File: config.mk
export PLATFORM = sky130hd
export DESIGN_NAME = rqrm_div
export DESIGN_NICKNAME = d
export VERILOG_FILES = /design/src/rtl/rqrm_pkg.sv /design/src/rtl/rqrm_div.sv
export SDC_FILE = /design/constraint.sdc
export NUM_CORES = 2
export LEC_CHECK = 0
export BUFFER_PORTS_ARGS = -buffer_cell sky130_fd_sc_hd__buf_2
export CAP_MARGIN = 15
export CELL_PAD_IN_SITES_DETAIL_PLACEMENT = 0
export CELL_PAD_IN_SITES_GLOBAL_PLACEMENT = 1
export CORE_ASPECT_RATIO = 1.4
export CORE_MARGIN = 5
export CORE_UTILIZATION = 46
export DETAILED_ROUTE_END_ITERATION = 8
export GPL_TIMING_DRIVEN = 1
export PLACE_DENSITY = 0.89
export SKIP_CTS_REPAIR_TIMING = 1
export SLEW_MARGIN = 25
export SYNTH_ARGS = -nofsm -noshare
export SYNTH_HDL_FRONTEND = slang
export SYNTH_SLANG_ARGS = --single-unit
File: constraint.sdc
create_clock -name clk_i -period 10.1 [get_ports clk_i]
set_input_delay 2.02 -clock clk_i [delete_from_list [all_inputs] [get_ports clk_i]]
set_output_delay 2.02 -clock clk_i [all_outputs]
set_load 0.05 [all_outputs]
File: src/rtl/rqrm_pkg.sv
`default_nettype none
// ----------------------------------------------------------------------------
// rqrm_pkg
// Shared types, widths and fixed-point helpers of the relative quaternion core.
// ----------------------------------------------------------------------------
package rqrm_pkg;

  localparam int FRAC_BITS = 14;
  localparam int ONE       = 1 << FRAC_BITS;
  localparam int TWO       = 2 * ONE;
  localparam int OUT_MAX   = (ONE < 32767) ? ONE : 32767;
  localparam int OUT_MIN   = (-ONE > -32768) ? -ONE : -32768;

  localparam int CW    = 16;
  localparam int EW    = FRAC_BITS + 4;
  localparam int T_W   = FRAC_BITS + 3;
  localparam int RAD_W = T_W + FRAC_BITS + ((T_W + FRAC_BITS) % 2);
  localparam int RT_W  = RAD_W / 2;
  localparam int NUM_W = 2 * FRAC_BITS;
  localparam int PW    = 48;

  localparam logic [PW-1:0] RND_HALF = PW'(1) << (FRAC_BITS - 1);

  typedef logic signed [CW-1:0] comp_t;
  typedef logic signed [EW-1:0] elem_t;

  typedef enum logic [1:0] {
    BIG_W = 2'd0,
    BIG_X = 2'd1,
    BIG_Y = 2'd2,
    BIG_Z = 2'd3
  } big_e;

  typedef struct packed {
    big_e  big;
    elem_t d0;
    elem_t d1;
    elem_t d2;
  } side_t;

  function automatic logic signed [PW-1:0] rnd_sh(input logic signed [PW-1:0] v);
    logic [PW-1:0] mag;
    logic [PW-1:0] r;
    mag = v[PW-1] ? PW'(-v) : PW'(v);
    r   = (mag + RND_HALF) >> FRAC_BITS;
    return v[PW-1] ? -$signed(r) : $signed(r);
  endfunction

  function automatic elem_t clamp2(input logic signed [PW-1:0] v);
    if (v > PW'(TWO)) begin
      return EW'(TWO);
    end else if (v < -PW'(TWO)) begin
      return EW'(-TWO);
    end
    return EW'(v);
  endfunction

  function automatic comp_t sat_out(input logic signed [PW-1:0] v);
    if (v > PW'(OUT_MAX)) begin
      return CW'(OUT_MAX);
    end else if (v < PW'(OUT_MIN)) begin
      return CW'(OUT_MIN);
    end
    return CW'(v);
  endfunction

endpackage
`default_nettype wire

File: src/rtl/rqrm_div.sv
`default_nettype none
// ----------------------------------------------------------------------------
// rqrm_div
// Pipelined restoring division for the rounded reciprocal of the root.
// ----------------------------------------------------------------------------
module rqrm_div import rqrm_pkg::*; (
  input  logic             clk_i,
  input  logic             rst_ni,
  input  logic             en_i,
  input  logic             vld_i,
  input  logic [RT_W-1:0]  den_i,
  input  side_t            side_i,
  output logic             vld_o,
  output logic [NUM_W-1:0] quo_o,
  output logic [RT_W-1:0]  den_o,
  output side_t            side_o
);

  localparam int DV_STAGES = 7;
  localparam int DV_STEP   = NUM_W / DV_STAGES;
  localparam logic [NUM_W-1:0] RECIP_NUM = NUM_W'(1) << (NUM_W - 1);

  typedef struct packed {
    logic [NUM_W-1:0] num;
    logic [RT_W:0]    rem;
    logic [NUM_W-1:0] quo;
  } dv_t;

  function automatic dv_t dv_run(input dv_t s, input logic [RT_W-1:0] den);
    dv_t r;
    logic [RT_W:0] rem2;
    r = s;
    for (int i = 0; i < DV_STEP; i++) begin
      rem2  = {r.rem[RT_W-1:0], r.num[NUM_W-1]};
      r.num = r.num << 1;
      if (rem2 >= {1'b0, den}) begin
        r.rem = rem2 - {1'b0, den};
        r.quo = {r.quo[NUM_W-2:0], 1'b1};
      end else begin
        r.rem = rem2;
        r.quo = {r.quo[NUM_W-2:0], 1'b0};
      end
    end
    return r;
  endfunction

  logic [DV_STAGES-1:0] vld_q;
  dv_t              st_d  [DV_STAGES];
  dv_t              st_q  [DV_STAGES];
  logic [RT_W-1:0]  den_q [DV_STAGES];
  side_t            sd_q  [DV_STAGES];
  dv_t              init;

  always_comb begin
    init.num = RECIP_NUM + NUM_W'(den_i >> 1);
    init.rem = '0;
    init.quo = '0;
    st_d[0]  = dv_run(init, den_i);
    for (int s = 1; s < DV_STAGES; s++) begin
      st_d[s] = dv_run(st_q[s-1], den_q[s-1]);
    end
  end

  always_ff @(posedge clk_i or negedge rst_ni) begin
    if (!rst_ni) begin
      vld_q <= '0;
    end else if (en_i) begin
      vld_q <= {vld_q[DV_STAGES-2:0], vld_i};
    end
  end

  always_ff @(posedge clk_i) begin
    if (en_i) begin
      st_q     <= st_d;
      den_q[0] <= den_i;
      sd_q[0]  <= side_i;
      for (int s = 1; s < DV_STAGES; s++) begin
        den_q[s] <= den_q[s-1];
        sd_q[s]  <= sd_q[s-1];
      end
    end
  end

  assign vld_o  = vld_q[DV_STAGES-1];
  assign quo_o  = st_q[DV_STAGES-1].quo;
  assign den_o  = den_q[DV_STAGES-1];
  assign side_o = sd_q[DV_STAGES-1];

endmodule
`default_nettype wire

# After elaboration in Yosys (flattened, before gate mapping)
# Memories as Yosys holds them, arrays and structs flattened.
# Cells that the tools add are included.
totals:
  reg_bits: 377
  mem_bits_rw: 504
  out_inout_bits: 101
  mem_count: 2
mem_list:
  columns: ["name", "depth", "word_bits", "read_ports", "rd_clocked_by_memory_dff", "write_ports", "line_no", "text"]
  rows:
  - ["sd_q", 7, 56, 7, 0, 7, "rqrm_div.sv:51", "side_t sd_q [DV_STAGES];"]
  - ["den_q", 7, 16, 7, 0, 7, "rqrm_div.sv:50", "logic [RT_W-1:0] den_q [DV_STAGES];"]
classes:
  addsub: 28
  order_cmp: 28
  muxes: 30
ops:
  columns: ["operator", "count"]
  rows:
  - ["44-bit two-way mux", 27]
  - ["17-bit by 16-bit greater-or-equal comparator with 1-bit output", 27]
  - ["16-bit subtractor", 26]
  - ["28-bit by 15-bit adder with 28-bit output, first input constant", 1]
  - ["1-bit by 16-bit greater-or-equal comparator with 1-bit output", 1]
  - ["1-bit by 16-bit subtractor with 16-bit output", 1]
  - ["1-bit two-way mux", 3]

# Logic depth before layout (Yosys ltp)
logic_depth:
  word_depth: 9
  ltp_mapped: 55
  ltp_nobuf: 48

# Worst setup path after synthesis
# No wires, ideal clock.
synth_path:
  path_kind: "reg2reg"
  from: "register, netlist name st_d[142]"
  to: "register st_q[114] in the netlist's numbering, data pin"
  setup_time_ns: 0.261
  arrival_time_ns: 10.833
  slack_ns: -0.994
  path_stages_with_launch: 54
  path_cell_list: "edfxtp_1 inv_1 ha_1 nor2b_1 o21a_1 o21ai_0 a21oi_1 o21bai_1 a22oi_1 clkbuf_1 clkbuf_1 nand2_1 o21ai_0 inv_1 ha_1 nor2b_1 o21a_1 o21ai_0 [... 18 more ...] inv_2 clkbuf_1 clkbuf_1 a21oi_1 ha_1 nor2b_1 o21ai_0 a21boi_0 o2111ai_1 nand3_1 o21ai_0 o21ai_0 nand2b_1 a31oi_1 a21o_1 inv_1 buf_2 a221o_1"
synth_rtl:
  columns: ["element", "line_no", "text"]
  rows:
  - ["to (signal assigned)", "rqrm_div.sv:74", "st_q <= st_d;"]
  - ["to (decl)", "rqrm_div.sv:49", "dv_t st_q [DV_STAGES];"]

==> flow_summary.ini <==
[cts]
cts.sinks = 719
clock_path_buffers = 3
cts_inserted_buffers = 73
cts.clk_slew.worst_paths_ns = 0.07
htreeDepth = 3
clk_latency_ns = 0.68
cts-root-buf = clkbuf_16
cts_tree = done

[floorplanning]
fp.dieW_um = 276
die_area_um2 = 106000
fp-row-count = 136
core_area_um2 = 98400
initial_core_util = 0.464
num_io_pins = 177
die_y_um = 383

[timing]
fmax_mhz = 102
fin_crit_sh = 0.969
clock_skew_ns = 0.0470
period_needed_ns = 9.79
hold_violations = 0
tightest_slew_ns = 0.989
relSlewSlack = 0.341
maxSlewViolCount = 0
finalSetupViolCount = 0

[critical_path]
endpoint_kind = register
crit_path_max_incr_delay_ns = 0.61
critPathArrivalTime_ns = 10.32
cp.required_ns = 10.64
cp-start-kind = register
critPathMaxFanout = 5
slowest_stage = or4b_2
worstSetupPathType = reg2reg

[drt]
wl_met3_um = 4720
drt-initial-drc-count = 2062
dr.pass1.iters = 5
avgRoutedWirePerCell_um = 19.2
viasPerCell = 5.57
wl_met2_um = 59300
m1WireLength_um = 45400
antenna_left = 0
vias = 33489
drc = 0
wl_um = 116000
top_layer_used = met4

[logic_synthesis]
yosysTopAreaCell = edfxtp_1
synth.avg_cell_area_um2 = 11.2
ys_seq_area_frac = 0.472
ys_top_cells_by_count = edfxtp_1, ha_1, a21oi_1, nor2_1, inv_1
synth_area_um2 = 45700
synth.distinct_cells = 94
yosysMostFrequentCell = edfxtp_1
async_reset_ff_frac = 0.00974
synthesis.nets = 4579
synth_top_area_share = 0.468
synth_ff_type = edfxtp_1
synth-seq-cells = 719
synthCells = 4062
synth_edf_count = 712
synth_area_leaders = edfxtp_1, ha_1, mux2_2
yosys_warnings = 0

[status]
outcome = finished, final reports clean

[placed_design]
numPortBuffers = 176
gp_congestion = 0.955
dp_hpwl_um = 90400
dp.cells = 5851

[final_layout]
multi_input_area_um2 = 23200
area_growth_pct = 18.2
drive_gt1_frac = 0.230
seqCellArea_um2 = 21600
fin_cells = 6012
nFillCells = 8550
nets = 5161

[grt]
antenna_found_initial = 1
grt_max_degree = 163
grt_overflow = 0
grt_pass1_wl_um = 180000
track_usage = 0.212
grt_pass1_vias = 34085

[worst_hold_path]
hold_path.class = reg2reg

[job]
drv_cap = 0
[metrics by stage]
step | TNS [ns] | area, um^2 | setup slack, ns | util | hold WS [ns]
2_1_floorplan | 0 | 45800 | 0.00126 | - | 0.400
3_3_place_gp | -4.74 | 50900 | -0.243 | 0.518 | 0.400
4_1_cts | -5.64 | 53400 | -0.420 | 0.542 | 0.391
5_1_grt | -1.78 | 54000 | -0.163 | 0.549 | 0.406
3_5_place_dp | -5.64 | 50900 | -0.347 | 0.518 | 0.405
6_report | 0 | 54000 | 0.311 | 0.549 | 0.402
[cell families (layout without fill, tap and decap cells)]
kind of cell,count (synthesis),count (layout),synth area share
compound gates,1046,1046,0.148
xor+xnor,302,302,0.0579
fa+ha+maj,441,441,0.124
buf+inv,330,968,0.0305
flops,719,719,0.472
mux,253,253,0.0628
other cells,0,1,0
simple gates,971,971,0.105
[worst max-delay path: cells and delay by family (launching register included)]
kind            cells  cell delay, ns
compound gates     24            4.95
simple gates        7            1.51
fa+ha+maj           4            1.16
mux                 4            1.04
buf+inv             3            0.50
flops               1            0.42
xor+xnor            1            0.09
[worst paths after layout]
check	from	endpoint	slack, ns	cells after the start
worst min-delay path	st_q[87]	quo_o[18]	0.40	0
min in group asynchronous	rst_ni	vld_q[5]	1.17	1
worst max-delay path	den_q[1][1]	st_q[334]	0.31	43
worst min register to register	st_q[87]	quo_o[18]	0.40	0
worst max register to register	den_q[1][1]	st_q[334]	0.31	43
max in group asynchronous	rst_ni	vld_q[0]	8.78	1
[flip-flops by register name, summed over array words and instances (netlist names)]
signal  count
den_q      76
quo_o      28
sd_q      392
st_d       27
st_q      189
vld_q       7
[per-layer routing]
metal  up-vias  track usage
li1      16439            -
met1     16036        0.240
met2       745        0.393
met3       269       0.0298
met4         0        0.101
met5         -            0
[final cells by class]
type | instances | area share
well taps | 1311 | 0.0304
repair buffers | 598 | 0.0777
clock buffers | 84 | 0.0346
inverters | 239 | 0.0167
multi-input cells | 3013 | 0.431
diodes | 1 | 0.0000464
flip-flops and latches | 719 | 0.399
clock inverters | 47 | 0.0105
[placed cells by master (no fill, tap or decap), types with 66 or more instances in the layout]
cell type,instances
a21oi_1,280
inv_1,216
o21a_1,78
nor2b_1,66
nand2_1,223
a21o_1,132
o21ai_0,190
clkbuf_16,73
edfxtp_1,712
buf_4,409
nor3_1,75
mux2_2,196
xor2_1,93
nor2_1,254
xnor2_1,209
ha_1,414
buf_2,175
Power is not shown: default switching activity piles up to over one toggle a cycle in this logic, so the estimate is an artifact.
