$ cat src/rtl/rqrm_pkg.sv
`default_nettype none
// ----------------------------------------------------------------------------
// rqrm_pkg
// Shared types, widths and fixed-point helpers of the relative quaternion core.
// ----------------------------------------------------------------------------
package rqrm_pkg;

  localparam int FRAC_BITS = 14;
  localparam int ONE       = 1 << FRAC_BITS;
  localparam int TWO       = 2 * ONE;
  localparam int OUT_MAX   = (ONE < 32767) ? ONE : 32767;
  localparam int OUT_MIN   = (-ONE > -32768) ? -ONE : -32768;

  localparam int CW    = 16;
  localparam int EW    = FRAC_BITS + 4;
  localparam int T_W   = FRAC_BITS + 3;
  localparam int RAD_W = T_W + FRAC_BITS + ((T_W + FRAC_BITS) % 2);
  localparam int RT_W  = RAD_W / 2;
  localparam int NUM_W = 2 * FRAC_BITS;
  localparam int PW    = 48;

  localparam logic [PW-1:0] RND_HALF = PW'(1) << (FRAC_BITS - 1);

  typedef logic signed [CW-1:0] comp_t;
  typedef logic signed [EW-1:0] elem_t;

  typedef enum logic [1:0] {
    BIG_W = 2'd0,
    BIG_X = 2'd1,
    BIG_Y = 2'd2,
    BIG_Z = 2'd3
  } big_e;

  typedef struct packed {
    big_e  big;
    elem_t d0;
    elem_t d1;
    elem_t d2;
  } side_t;

  function automatic logic signed [PW-1:0] rnd_sh(input logic signed [PW-1:0] v);
    logic [PW-1:0] mag;
    logic [PW-1:0] r;
    mag = v[PW-1] ? PW'(-v) : PW'(v);
    r   = (mag + RND_HALF) >> FRAC_BITS;
    return v[PW-1] ? -$signed(r) : $signed(r);
  endfunction

  function automatic elem_t clamp2(input logic signed [PW-1:0] v);
    if (v > PW'(TWO)) begin
      return EW'(TWO);
    end else if (v < -PW'(TWO)) begin
      return EW'(-TWO);
    end
    return EW'(v);
  endfunction

  function automatic comp_t sat_out(input logic signed [PW-1:0] v);
    if (v > PW'(OUT_MAX)) begin
      return CW'(OUT_MAX);
    end else if (v < PW'(OUT_MIN)) begin
      return CW'(OUT_MIN);
    end
    return CW'(v);
  endfunction

endpackage
`default_nettype wire

$ cat src/rtl/rqrm_sqrt.sv
`default_nettype none
// ----------------------------------------------------------------------------
// rqrm_sqrt
// Pipelined digit-by-digit integer square root of t shifted by FRAC_BITS.
// ----------------------------------------------------------------------------
module rqrm_sqrt import rqrm_pkg::*; (
  input  logic            clk_i,
  input  logic            rst_ni,
  input  logic            en_i,
  input  logic            vld_i,
  input  logic [T_W-1:0]  t_i,
  input  side_t           side_i,
  output logic            vld_o,
  output logic [RT_W-1:0] root_o,
  output side_t           side_o
);

  localparam int SQ_STAGES = 4;
  localparam int SQ_STEP   = RT_W / SQ_STAGES;
  localparam int REM_W     = RT_W + 3;

  typedef struct packed {
    logic [RAD_W-1:0] rad;
    logic [REM_W-1:0] rem;
    logic [RT_W-1:0]  root;
  } sq_t;

  function automatic sq_t sq_run(input sq_t s);
    sq_t r;
    logic [REM_W-1:0] trial;
    r = s;
    for (int i = 0; i < SQ_STEP; i++) begin
      r.rem = {r.rem[REM_W-3:0], r.rad[RAD_W-1 -: 2]};
      r.rad = r.rad << 2;
      trial = REM_W'({r.root, 2'b01});
      if (r.rem >= trial) begin
        r.rem  = r.rem - trial;
        r.root = {r.root[RT_W-2:0], 1'b1};
      end else begin
        r.root = {r.root[RT_W-2:0], 1'b0};
      end
    end
    return r;
  endfunction

  logic [SQ_STAGES-1:0] vld_q;
  sq_t   st_d [SQ_STAGES];
  sq_t   st_q [SQ_STAGES];
  side_t sd_q [SQ_STAGES];
  sq_t   init;

  always_comb begin
    init.rad  = RAD_W'({t_i, {FRAC_BITS{1'b0}}});
    init.rem  = '0;
    init.root = '0;
    st_d[0]   = sq_run(init);
    for (int s = 1; s < SQ_STAGES; s++) begin
      st_d[s] = sq_run(st_q[s-1]);
    end
  end

  always_ff @(posedge clk_i or negedge rst_ni) begin
    if (!rst_ni) begin
      vld_q <= '0;
    end else if (en_i) begin
      vld_q <= {vld_q[SQ_STAGES-2:0], vld_i};
    end
  end

  always_ff @(posedge clk_i) begin
    if (en_i) begin
      st_q    <= st_d;
      sd_q[0] <= side_i;
      for (int s = 1; s < SQ_STAGES; s++) begin
        sd_q[s] <= sd_q[s-1];
      end
    end
  end

  assign vld_o  = vld_q[SQ_STAGES-1];
  assign root_o = st_q[SQ_STAGES-1].root;
  assign side_o = sd_q[SQ_STAGES-1];

endmodule
`default_nettype wire

$ cat config.mk
export PLATFORM = sky130hd
export DESIGN_NAME = rqrm_sqrt
export DESIGN_NICKNAME = d
export VERILOG_FILES = /design/src/rtl/rqrm_pkg.sv /design/src/rtl/rqrm_sqrt.sv
export SDC_FILE = /design/constraint.sdc
export NUM_CORES = 1
export LEC_CHECK = 0
export ABC_AREA = 0
export ABC_CLOCK_PERIOD_IN_PS = 10080
export CAP_MARGIN = 20
export CORE_MARGIN = 1
export CORE_UTILIZATION = 45
export DETAILED_ROUTE_END_ITERATION = 8
export DONT_BUFFER_PORTS = 1
export PLACE_DENSITY = 0.71
export SLEW_MARGIN = 20
export SYNTH_ARGS = -nofsm -noshare
export SYNTH_HDL_FRONTEND = slang
export SYNTH_SLANG_ARGS = --single-unit
$ cat constraint.sdc
create_clock -name clk_i -period 10.08 [get_ports clk_i]
set_clock_uncertainty 0.05 [all_clocks]
set_input_delay 2.016 -clock clk_i [delete_from_list [all_inputs] [get_ports clk_i]]
set_output_delay 2.016 -clock clk_i [all_outputs]
set_load 0.05 [all_outputs]
**Word-level counts from Yosys, hierarchy flattened**

Memory sizes are Yosys's and may differ from the RTL's.
Index checks and enable logic that the tools add are counted.

- Memory bits (writable): 224
- Output and inout port bits: 73
- Register bits: 107
- Memories kept: 1
- Bits of input ports: 77
- Logic and storage cells: 76

Memory list:

| memory | words | bits a word | read ports | clocked after Yosys merged registers in | write ports | line | RTL |
|---|---|---|---|---|---|---|---|
| sd_q | 4 | 56 | 4 | 0 | 4 | rqrm_sqrt.sv:49 | `side_t sd_q [SQ_STAGES];` |

- Mux-type cells: 33
- Add/sub/neg operators: 15
- Order comparisons: 16

Operator list:

| operator | count |
|---|---|
| $mux 17 | 15 |
| $ge 19x10->1 | 1 |
| $ge 19x11->1 | 1 |
| $ge 19x12->1 | 1 |
| $ge 19x13->1 | 1 |
| $ge 19x14->1 | 1 |
| $ge 19x15->1 | 1 |
| $ge 19x16->1 | 1 |
| $ge 19x17->1 | 1 |
| $ge 19x3->1 | 1 |
| $ge 19x4->1 | 1 |
| $ge 19x5->1 | 1 |
| $ge 19x6->1 | 1 |
| $ge 19x7->1 | 1 |
| $ge 19x8->1 | 1 |
| $ge 19x9->1 | 1 |
| $mux 1 | 18 |
| $sub 17x10->17 | 1 |
| $sub 17x11->17 | 1 |
| $sub 17x12->17 | 1 |
| $sub 17x13->17 | 1 |
| $sub 17x14->17 | 1 |
| $sub 17x15->17 | 1 |
| $sub 17x16->17 | 1 |
| 9 further kinds | 9 |

**Longest topological paths before layout**

Gate-level depths: netlist (run 1).

- Depth after elaboration: 8
- Mapped depth: 53
- Gate-level depth less buffers: 51

**Worst setup path before layout (run 1)**

Ideal clock, no wire load.

- Path type: register to register
- Start point: register st_q[134] (netlist name)
- End point: register st_q[90] (netlist name), data pin
- Library setup time: 0.260 ns
- Cell stages (with the launch flop): 46
- Arrival time: 9.887 ns
- Slack: -0.117 ns
- Path through: edfxtp_1 -> inv_1 -> ha_1 -> o21a_1 -> o21a_1 -> o21a_1 -> o2111a_1 -> nor2_1 -> nand2_1 -> inv_1 -> clkbuf_1 -> o21ai_0 -> ha_1 -> a21oi_1 -> o21bai_1 -> a21oi_1 -> o21ai_0 -> a31oi_1 -> [10 not listed] -> o21bai_1 -> a21oi_1 -> nor2b_1 -> nor3_1 -> mux2i_1 -> and2b_1 -> nand3_1 -> inv_2 -> mux2_2 -> ha_1 -> a21oi_1 -> o31ai_1 -> a41oi_1 -> a2111oi_0 -> or4_1 -> nor2_2 -> buf_4 -> mux2_2

RTL lines:

| what | line | RTL |
|---|---|---|
| from (decl) | rqrm_sqrt.sv:48 | `sq_t st_q [SQ_STAGES];` |
| from (signal assigned) | rqrm_sqrt.sv:72 | `st_q <= st_d;` |

==> metrics.md, run 1 <==
| Metric | Value |
|---|---|
| Largest net degree at the start of global routing | 331 |
| Async set or reset register ratio after synthesis | 1.212% |
| Initial Utilization | 45.79% |
| Global-route wire length before repair | 65.15 mm |
| Final nets | 1902 |
| Worst setup SP type | register |
| Crit path DAT | 9.97 ns |
| Routed wire per std cell | 18.36 um |
| RePlAce Congestion | 0.8964 |
| Storage cell area | 9889 um2 |
| Die Y-Extent | 206.1 um |
| Synthesized instance count | 1617 |
| R2R setup slack | 0.34 ns |
| Pwr dens | 308.4 nW/um2 |
| Slew HR | 24.78% |
| Worst-path clk slew | 0.06 ns |
| H-tree levels | 2 |
| Synth cell types | 96 |
| Top Metal Used | met5 |
| Outcome | finished, final reports clean |
| Synth Net Count | 1829 |
| Hold WC Path Type | reg -> reg |
| Post-synth top area share | 52.24% |
| Max Root-Sink Buffers | 3 |
| Total Routing Usage GR | 19.42% |
| Tot Pwr | 6.501 mW |
| Commonest cells in the netlist | edfxtp_1 (326), ha_1 (131), a21oi_1 (119), nor2_1 (117), inv_1 (105) |
| Max Fanout on Critical Path | 17 |
| Final WS setup | 0.3394 ns |
| Final cycle utilization of the critical path | 96.63% |
| Most frequent CP cell | ha_1 |
| Reg2Reg Depth | 35 |
| Post-synth EDFFs | 326 |
| Metal2 WL | 20.66 mm |
| Achievable Freq | 102.7 MHz |
| Overflow after GRT | 0 |
| Initial antenna violation count | 2 |
| Area of the multi-input gates | 8344 um2 |
| WHS | 0.3546 ns |
| Drt drc | 0 |
| Share of cells above drive strength 1 | 13.58% |
| Max-Cap Viols | 0 |
| Ys Warns | 0 |
| First-pass DRT Iterations | 5 |
| Post-place setup slack | -0.3236 ns |
| Pins Over Slew Limit | 0 |
| TritonCTS sink count | 330 |
| Core ar. | 40920 um2 |
| Worst Max-Slew Pin Slew | 1.128 ns |
| CTS tree | built |
| Synth Register Bits | 330 |
| Top cells by area, synth | edfxtp_1 (52%), ha_1 (8.7%), xnor2_1 (3.7%) |
| Routed Antenna Nets | 0 |
| Tmin final | 9.741 ns |
| Area leader, netlist | edfxtp_1 |
| Syn Std Cell Area | 18740 um2 |
| Vias | 12710 |
| Clk_lat worst skew | 0.55 ns |
| Most used DFF post-synth | edfxtp_1 |
| Final WL | 41.28 mm |
| WL met3 | 1.991 mm |
| Total CTS buffers | 37 |
| Critical path capture point type | register |
| Worst endpoint required time | 10.31 ns |
| Area delta synth->final | 12.49% |
| Number of global-route vias before repair | 12460 |
| Syn Area/Cell | 11.59 um2 |
| Reg-to-reg endpoint | st_q[160]$_DFFE_PP_ |
| Port Buffers | 0 |
| I/O pin cnt | 150 |
| Slowest CP cell | or3_1 |
| Peak supply drop | 0.1937 mV |
| Post-synthesis sequential area ratio | 52.78% |
| Vias per inst | 5.652 |
| Fill count | 3521 |
| Number of failing hold endpoints at the final stage | 0 |
| Leakage | 8.088 nW |
| Hold_buf cts | 0 |
| Slowest stage delay, CP | 0.47 ns |
| Met1 wire length | 17.61 mm |
| Die X | 206.1 um |
| Hold path cells | 0 |
| Final Setup Violations | 0 |
| Worst Hold Launch | sd_q[0][9]$_DFFE_PP_ |
| Cell with the most instances after synthesis | edfxtp_1 |
| Detailed Place HPWL | 30.60 mm |
| Initial DRC Count | 957 |
| Setup CP Type | reg -> reg |
| Worst r2r src | st_q[202]$_DFFE_PP_ |
| Total negative setup slack | 0 ns |
| Hold EP | sd_q[1][9]$_DFFE_PP_ |
| Cell row count | 74 |
| CTS Root Cell | clkbuf_16 |
| Die area | 42460 um2 |
final cells by class:
class	count	share of cell area [%]
tap	532	3.158
sequential	330	46.92
inverter	109	2.012
clock inverter	20	0.8013
clock buffer	45	4.535
antenna	1	0.01187
multi-input combinational	1131	39.59
timing repair buffer	81	2.980
per-layer routing:
layer / global-route usage, % / vias to the layer above
met5: 0 / -
met2: 34.41 / 299
li1: - / 6237
met3: 3.264 / 77
met4: 6.355 / 2
met1: 23.88 / 6097
timing repair:
item                       in CTS  in global routing
setup endpoints to repair      16                 36
gates resized for setup         3                 43
buffers inserted                4                  4
pin swaps                       1                  5
cloned                          0                  1
worst max path at each step:
stage / startpoint / to / cells past startpoint
floorplan: st_q[134]$_DFFE_PP_ / st_q[90]$_DFFE_PP_ / 45
global placement: st_q[202]$_DFFE_PP_ / st_q[160]$_DFFE_PP_ / 36
detailed placement: st_q[204]$_DFFE_PP_ / st_q[160]$_DFFE_PP_ / 37
CTS: st_q[204]$_DFFE_PP_ / st_q[160]$_DFFE_PP_ / 38
global route: st_q[203]$_DFFE_PP_ / st_q[160]$_DFFE_PP_ / 39
finish: st_q[202]$_DFFE_PP_ / st_q[160]$_DFFE_PP_ / 35
layout by cell type (no fill, tap or decap), types with 27 or more instances in the layout:
cell type | synthesis | layout
a21o_1 | 42 | 41
a21oi_1 | 119 | 113
buf_4 | 18 | 78
clkbuf_16 | 0 | 37
edfxtp_1 | 326 | 326
ha_1 | 131 | 127
inv_1 | 105 | 98
mux2_2 | 31 | 31
nand2_1 | 86 | 86
nand3_1 | 35 | 35
nor2_1 | 117 | 117
nor3_1 | 38 | 34
o21a_1 | 27 | 27
o21ai_0 | 77 | 73
xnor2_1 | 80 | 80
xor2_1 | 29 | 29
stage by stage:
step	cells	instance area (um2)	util, %
after floorplan	1617	18740	-
after global placement	2174	19690	48.10
after detailed placement	2174	19690	48.10
after CTS	2243	20860	50.97
after global routing	2248	21080	51.50
final	2249	21080	51.51
power breakdown:
part / total, mW / switching (mW) / internal, mW
combinational: 3.33 / 1.87 / 1.46
sequential: 1.91 / 0.162 / 1.75
clock: 1.26 / 0.527 / 0.730
sequential cells by signal, summed over array words and instances, names as in the netlist:
signal and flops:
vld_q 4, root_o 16, st_d 2, sd_q 224, st_q 84
kinds of logic (layout without fill, tap and decap cells):
group,Yosys count,count (layout),share of synthesized area [%]
multiplexers,45,45,2.637
flip-flops,330,330,52.78
AND/OR/NAND/NOR,429,430,12.07
AO/OA/AOI/OAI,412,412,14.50
other,0,1,0
XOR/XNOR,109,109,5.095
buffers and inverters,157,255,3.739
adder cells (fa/ha/maj),135,135,9.175
critical path, delay by kind of cell (launching register included):
| family | cells | cell delay, ns |
|---|---|---|
| multiplexers | 1 | 0.34 |
| AO/OA/AOI/OAI | 12 | 2.77 |
| buffers and inverters | 4 | 0.80 |
| AND/OR/NAND/NOR | 14 | 3.72 |
| flip-flops | 1 | 0.44 |
| adder cells (fa/ha/maj) | 4 | 1.34 |
Note: power is estimated with default switching activity, not from simulation.
==> inputs of run 2 (changes only) <==
Settings changed: ABC_CLOCK_PERIOD_IN_PS 10080 to 11380, PLACE_DENSITY 0.71 to 0.69.
Clock period 10.08 ns to 11.38 ns, I/O delays scaled along.
==> run 2 against run 1 <==
  * Non-clock buffer count fell by 65
  * Register-to-register slack improved by 0.57 ns
  * Sequential share of layout area rose by 1.2 points
  * Combinational power fell by 18%
  * Final cell count fell by 2.9%
  * Clock power fell by 4%
  * Flip-flop and latch count did not move
  * Die area did not move
  * Sequential power fell by 11%
==> metrics.md, run 2 (synthesis gave the netlist of run 1 again) <==
| Metric | Value |
|---|---|
| Initial Utilization | 45.79% |
| Cell row count | 74 |
| Ant. Diodes | 0 |
| Routed Antenna Nets | 0 |
| Setup CP Type | reg -> reg |
| Most frequent cells in the layout | edfxtp_1 (326), ha_1 (131), a21oi_1 (118) |
| Peak supply drop | 0.1316 mV |
| Tmin final | 10.47 ns |
| Number of failing hold endpoints at the final stage | 0 |
| RePlAce Congestion | 0.8796 |
| Max Root-Sink Buffers | 3 |
| Port Buffers | 0 |
| Placed Instances | 2115 |
| Slew HR | 48.78% |
| First-pass DRT Iterations | 5 |
| Number of global-route vias before repair | 12000 |
| Detailed Place HPWL | 28.91 mm |
| I/O pin cnt | 150 |
| Final Setup Violations | 0 |
| Global-route wire length before repair | 62.41 mm |
| Max Fanout on Critical Path | 12 |
| Largest net degree at the start of global routing | 331 |
| Final Non-Filler Cells | 2184 |
| Die area | 42460 um2 |
| Die Y-Extent | 206.1 um |
| Hold WC Path Type | reg -> reg |
| Most frequent CP cell | a21oi_1 |
| Area delta synth->final | 9.608% |
| Share of cells above drive strength 1 | 8.959% |
| Overflow after GRT | 0 |
| RSZ-0062 raised after global routing | false |
| Routed wire per std cell | 18.01 um |
| R2R setup slack | 0.91 ns |
| Post-place setup slack | 0.1315 ns |
| Initial DRC Count | 824 |
| Critical path capture point type | register |
| Slowest CP cell | or4_1 |
| Final WL | 39.33 mm |
| Initial antenna violation count | 0 |
| Achievable Freq | 95.51 MHz |
| H-tree levels | 2 |
| Largest register by flop count | sd_q |
| Core ar. | 40920 um2 |
| CTS tree | built |
| Total Routing Usage GR | 18.59% |
| Max-Cap Viols | 0 |
| Slowest stage delay, CP | 0.69 ns |
| Leakage | 7.830 nW |
| TritonCTS sink count | 330 |
| Final cycle utilization of the critical path | 92.01% |
| Worst setup SP type | register |
| Crit path DAT | 10.69 ns |
| Drt drc | 0 |
| Final nets | 1838 |
| CTS Root Cell | clkbuf_16 |
| Outcome | finished, final reports clean |
| Die X | 206.1 um |
| Pins Over Slew Limit | 0 |
| Top delay family on crit path | compound AO/OA/AOI/OAI gates |
| Worst Max-Slew Pin Slew | 0.7490 ns |
| Final WS setup | 0.9094 ns |
| Critical path buffers and inverters | 5 |
| Number of flip-flops in the largest register | 224 |
| Total negative setup slack | 0 ns |
| Worst-path clk slew | 0.05 ns |
| Clk_lat worst skew | 0.55 ns |
| Vias per inst | 5.685 |
| Pwr dens | 274.0 nW/um2 |
| Worst endpoint required time | 11.60 ns |
| Commonest non-fill, non-tap cell in the layout | edfxtp_1 |
| Vias | 12420 |
| Total CTS buffers | 38 |
run 2: timing repair:
item                                    CTS  global route
resized for setup                         0            12
buffers inserted                          0             2
endpoints found under the setup margin    0            18
hold buffers                              0             0
run 2: layer usage:
| metal | global-route usage [%] | up-vias | wire [um] |
|---|---|---|---|
| met2 | 32.02 | 276 | 19270 |
| met3 | 2.807 | 75 | 1683 |
| li1 | - | 6111 | - |
| met5 | 0 | - | 0 |
| met4 | 6.644 | 0 | 1154 |
| met1 | 23.63 | 5954 | 17220 |
run 2: where the power goes:
| group | total (mW) | leakage [nW] | switching (mW) | internal, mW |
|---|---|---|---|---|
| logic | 2.72 | 4.04 | 1.55 | 1.16 |
| registers | 1.70 | 3.20 | 0.149 | 1.55 |
| clock network | 1.21 | 0.596 | 0.476 | 0.733 |
| total | 5.63 | 7.83 | 2.18 | 3.45 |
run 2: path summary, 6_finish.rpt:
kind                                        from                    end  depth (start not counted)
max                          st_q[138]$_DFFE_PP_     st_q[88]$_DFFE_PP_                         42
min                        sd_q[0][54]$_DFFE_PP_  sd_q[1][54]$_DFFE_PP_                          0
max reg2reg                  st_q[138]$_DFFE_PP_     st_q[88]$_DFFE_PP_                         42
min reg2reg                sd_q[0][54]$_DFFE_PP_  sd_q[1][54]$_DFFE_PP_                          0
max in group asynchronous                 rst_ni   vld_q[1]$_DFFE_PN0P_                          0
min in group asynchronous                 rst_ni   vld_q[3]$_DFFE_PN0P_                          0
run 2: metrics by stage:
| step | util (%) | total power [mW] | cell area, um2 | hold slack (ns) |
|---|---|---|---|---|
| floorplan | - | 3.852 | 18740 | 0.3503 |
| global placement | 46.97 | 4.288 | 19220 | 0.3502 |
| detailed placement | 46.97 | 4.363 | 19220 | 0.3545 |
| CTS | 50.01 | 5.609 | 20470 | 0.3501 |
| global route | 50.19 | 6.051 | 20540 | 0.3611 |
| finish | 50.19 | 5.627 | 20540 | 0.3511 |
run 2: final cells by class:
| class | instances | area [um2] |
|---|---|---|
| repair buffers | 16 | 120.1 |
| clock buffers | 47 | 984.7 |
| clock inverters | 19 | 257.7 |
| fillers | 3531 | 20390 |
| multi-input cells | 1131 | 8202 |
| well taps | 532 | 665.6 |
| flip-flops and latches | 330 | 9889 |
| inverters | 109 | 419.2 |
==> inputs of run 3 (changes only) <==
Settings changed: ABC_AREA 0 to 1, SKIP_CTS_REPAIR_TIMING set to 1.
==> run 3 against run 2 <==
  * Routed wire length increased by 13%
  * Flip-flop and latch count unchanged
  * Cell area grew 4.1%
  * Register-to-register slack gained 1.2 ns
  * Critical endpoint is now st_q[99]$_DFFE_PP_
  * Largest cell class unchanged
==> metrics.md, run 3 <==
| Metric | Value |
|---|---|
| Fill count | 3968 |
| Power share of the clock group | 20.6% |
| Most frequent cells in the layout | nand2_1 (501), edfxtp_1 (326), inv_1 (253) |
| Async set or reset register ratio after synthesis | 1.212% |
| Max-Cap Viols | 0 |
| Largest register by flop count | sd_q |
| Syn Std Cell Area | 19670 um2 |
| Area of the multi-input gates | 8494 um2 |
| Clk_lat worst skew | 0.55 ns |
| Worst setup SP type | register |
| Final nets | 2330 |
| Vias per inst | 5.184 |
| Slowest stage delay, CP | 0.43 ns |
| Area leader, netlist | edfxtp_1 |
| Outcome | finished, final reports clean |
| Worst endpoint required time | 11.62 ns |
| Number of global-route vias before repair | 13600 |
| Core ar. | 43080 um2 |
| Worst-path clk slew | 0.06 ns |
| Achievable Freq | 108.2 MHz |
| Crit path DAT | 9.49 ns |
| Final WS setup | 2.135 ns |
| Post-synthesis sequential area ratio | 50.29% |
| Pins Over Slew Limit | 0 |
| Post-synth EDFFs | 326 |
| Overflow after GRT | 0 |
| NetSw | 2.538 mW |
| Commonest non-fill, non-tap cell in the layout | nand2_1 |
| Detailed Place HPWL | 33.97 mm |
| Total Routing Usage GR | 20.34% |
| Switching part of the total | 43.33% |
| Total CTS buffers | 38 |
| Post-synth top area share | 49.78% |
| Internal power | 3.320 mW |
| Pwr dens | 274.1 nW/um2 |
| CTS tree | built |
| Number of failing hold endpoints at the final stage | 0 |
| Global-route wire length before repair | 70.87 mm |
| Commonest cells in the netlist | nand2_1 (501), edfxtp_1 (326), inv_1 (253), nor2_1 (166), nand3_1 (152) |
| Slowest CP cell | fa_1 |
| Syn Area/Cell | 9.294 um2 |
| RePlAce Congestion | 0.9438 |
| Vias | 14160 |
| Final Setup Violations | 0 |
| Routed wire per std cell | 16.20 um |
| Critical path capture point type | register |
| Top cells by area, synth | edfxtp_1 (50%), nand2_1 (9.6%), ha_1 (8.3%) |
| Cell with the most instances after synthesis | nand2_1 |
| Routed Antenna Nets | 0 |
| WHS | 0.3635 ns |
| Synth cell types | 55 |
| I/O pin cnt | 150 |
| Most used DFF post-synth | edfxtp_1 |
| CTS Root Cell | clkbuf_16 |
| Initial antenna violation count | 2 |
| Cell row count | 76 |
| First-pass DRT Iterations | 5 |
| Setup CP Type | reg -> reg |
| Port Buffers | 0 |
| TritonCTS sink count | 330 |
| Initial Utilization | 45.65% |
| Die X | 211.0 um |
| Seq pwr share | 28.7% |
| Share of cells above drive strength 1 | 7.313% |
| Die area | 44540 um2 |
| Area delta synth->final | 8.704% |
| Synth Net Count | 2328 |
| Number of flip-flops in the largest register | 224 |
| Final WL | 44.26 mm |
| Storage cell area | 9889 um2 |
| Max Root-Sink Buffers | 3 |
| Tmin final | 9.245 ns |
| Post-place setup slack | 2.228 ns |
| Comb pwr share | 50.7% |
| Final cycle utilization of the critical path | 81.24% |
| Ant. Diodes | 0 |
| Synthesized instance count | 2116 |
| Synth Register Bits | 330 |
| Top delay family on crit path | simple AND/OR/NAND/NOR gates |
| Leakage | 9.100 nW |
| Initial DRC Count | 946 |
| Peak supply drop | 0.1517 mV |
| Ys Warns | 0 |
| RSZ-0062 raised after global routing | false |
| Die Y-Extent | 211.0 um |
| Total negative setup slack | 0 ns |
| Critical path buffers and inverters | 7 |
| H-tree levels | 2 |
| Slew HR | 31.95% |
| Drt drc | 0 |
| Largest net degree at the start of global routing | 333 |
| Hold WC Path Type | reg -> reg |
| Worst Max-Slew Pin Slew | 1.021 ns |
| Fin util | 49.63% |
| Max Fanout on Critical Path | 19 |
==> run 3: cell types whose count changed after synthesis, moves of 25 or more <==
cell,before,now
a21o_1,42,4
nand3_1,35,152
nand2_2,0,25
inv_1,105,253
o21ai_0,77,125
nand2_1,86,501
xnor2_1,80,30
nor2_1,117,166
xor2_1,29,58
mux2_2,31,2
==> run 3: cell type report <==
| type | instances | area share (%) |
|---|---|---|
| Clock inverter | 24 | 1.311 |
| Multi-Input combinational cell | 1483 | 39.74 |
| Clock buffer | 45 | 4.571 |
| Tap cell | 585 | 3.424 |
| Timing Repair Buffer | 1 | 0.03512 |
| Inverter | 264 | 4.659 |
| Sequential cell | 330 | 46.26 |
==> run 3: metrics by stage <==
stage	power (mW)	instances	cell area, um2
after global placement	4.575	2663	20120
after detailed placement	4.637	2663	20120
after floorplan	4.010	2116	19670
final	5.858	2732	21380
after CTS	5.875	2732	21380
after global routing	6.367	2732	21380
==> run 3: logic make-up (layout without fill, tap and decap cells) <==
kind of cell / count (synthesis) / after routing / synth area share, %
xor+xnor: 88 / 88 / 3.919
fa+ha+maj: 135 / 135 / 8.742
simple gates: 963 / 963 / 22.07
mux: 2 / 2 / 0.1145
flops: 330 / 330 / 50.29
compound gates: 295 / 295 / 8.348
buf+inv: 303 / 334 / 6.515
==> run 3: final timing paths <==
kind	startpoint	to	slack, ns	cells past startpoint
min	sd_q[0][42]$_DFFE_PP_	sd_q[1][42]$_DFFE_PP_	0.36	0
min in group asynchronous	rst_ni	vld_q[0]$_DFFE_PN0P_	1.37	0
min reg2reg	sd_q[0][42]$_DFFE_PP_	sd_q[1][42]$_DFFE_PP_	0.36	0
max	st_q[134]$_DFFE_PP_	st_q[99]$_DFFE_PP_	2.14	56
max in group asynchronous	rst_ni	vld_q[1]$_DFFE_PN0P_	9.84	0
max reg2reg	st_q[134]$_DFFE_PP_	st_q[99]$_DFFE_PP_	2.14	56
==> run 3: per-layer routing <==
layer	global-route usage [%]	vias up	routed length (um)
met5	0	-	0
met4	8.071	0	1431
met3	3.003	93	2019
met2	34.18	340	21180
met1	26.38	6553	19630
li1	-	7176	-
==> run 3: worst reg2reg max path: cells and delay by family (launching register included) <==
family,cells,cell delay (ns)
fa+ha+maj,5,1.63
buf+inv,7,0.73
compound gates,18,2.63
simple gates,25,3.40
flops,1,0.38
xor+xnor,1,0.19
==> run 3: power by group through the flow <==
stage          logic, mW  registers, mW  clock network [mW]
6_report            2.97           1.68                1.21
2_1_floorplan       2.36           1.65                   0
3_5_place_dp        2.93           1.70                   0
3_3_place_gp        2.88           1.70                   0
5_1_grt             3.38           1.69                1.29
4_1_cts             2.95           1.68                1.25
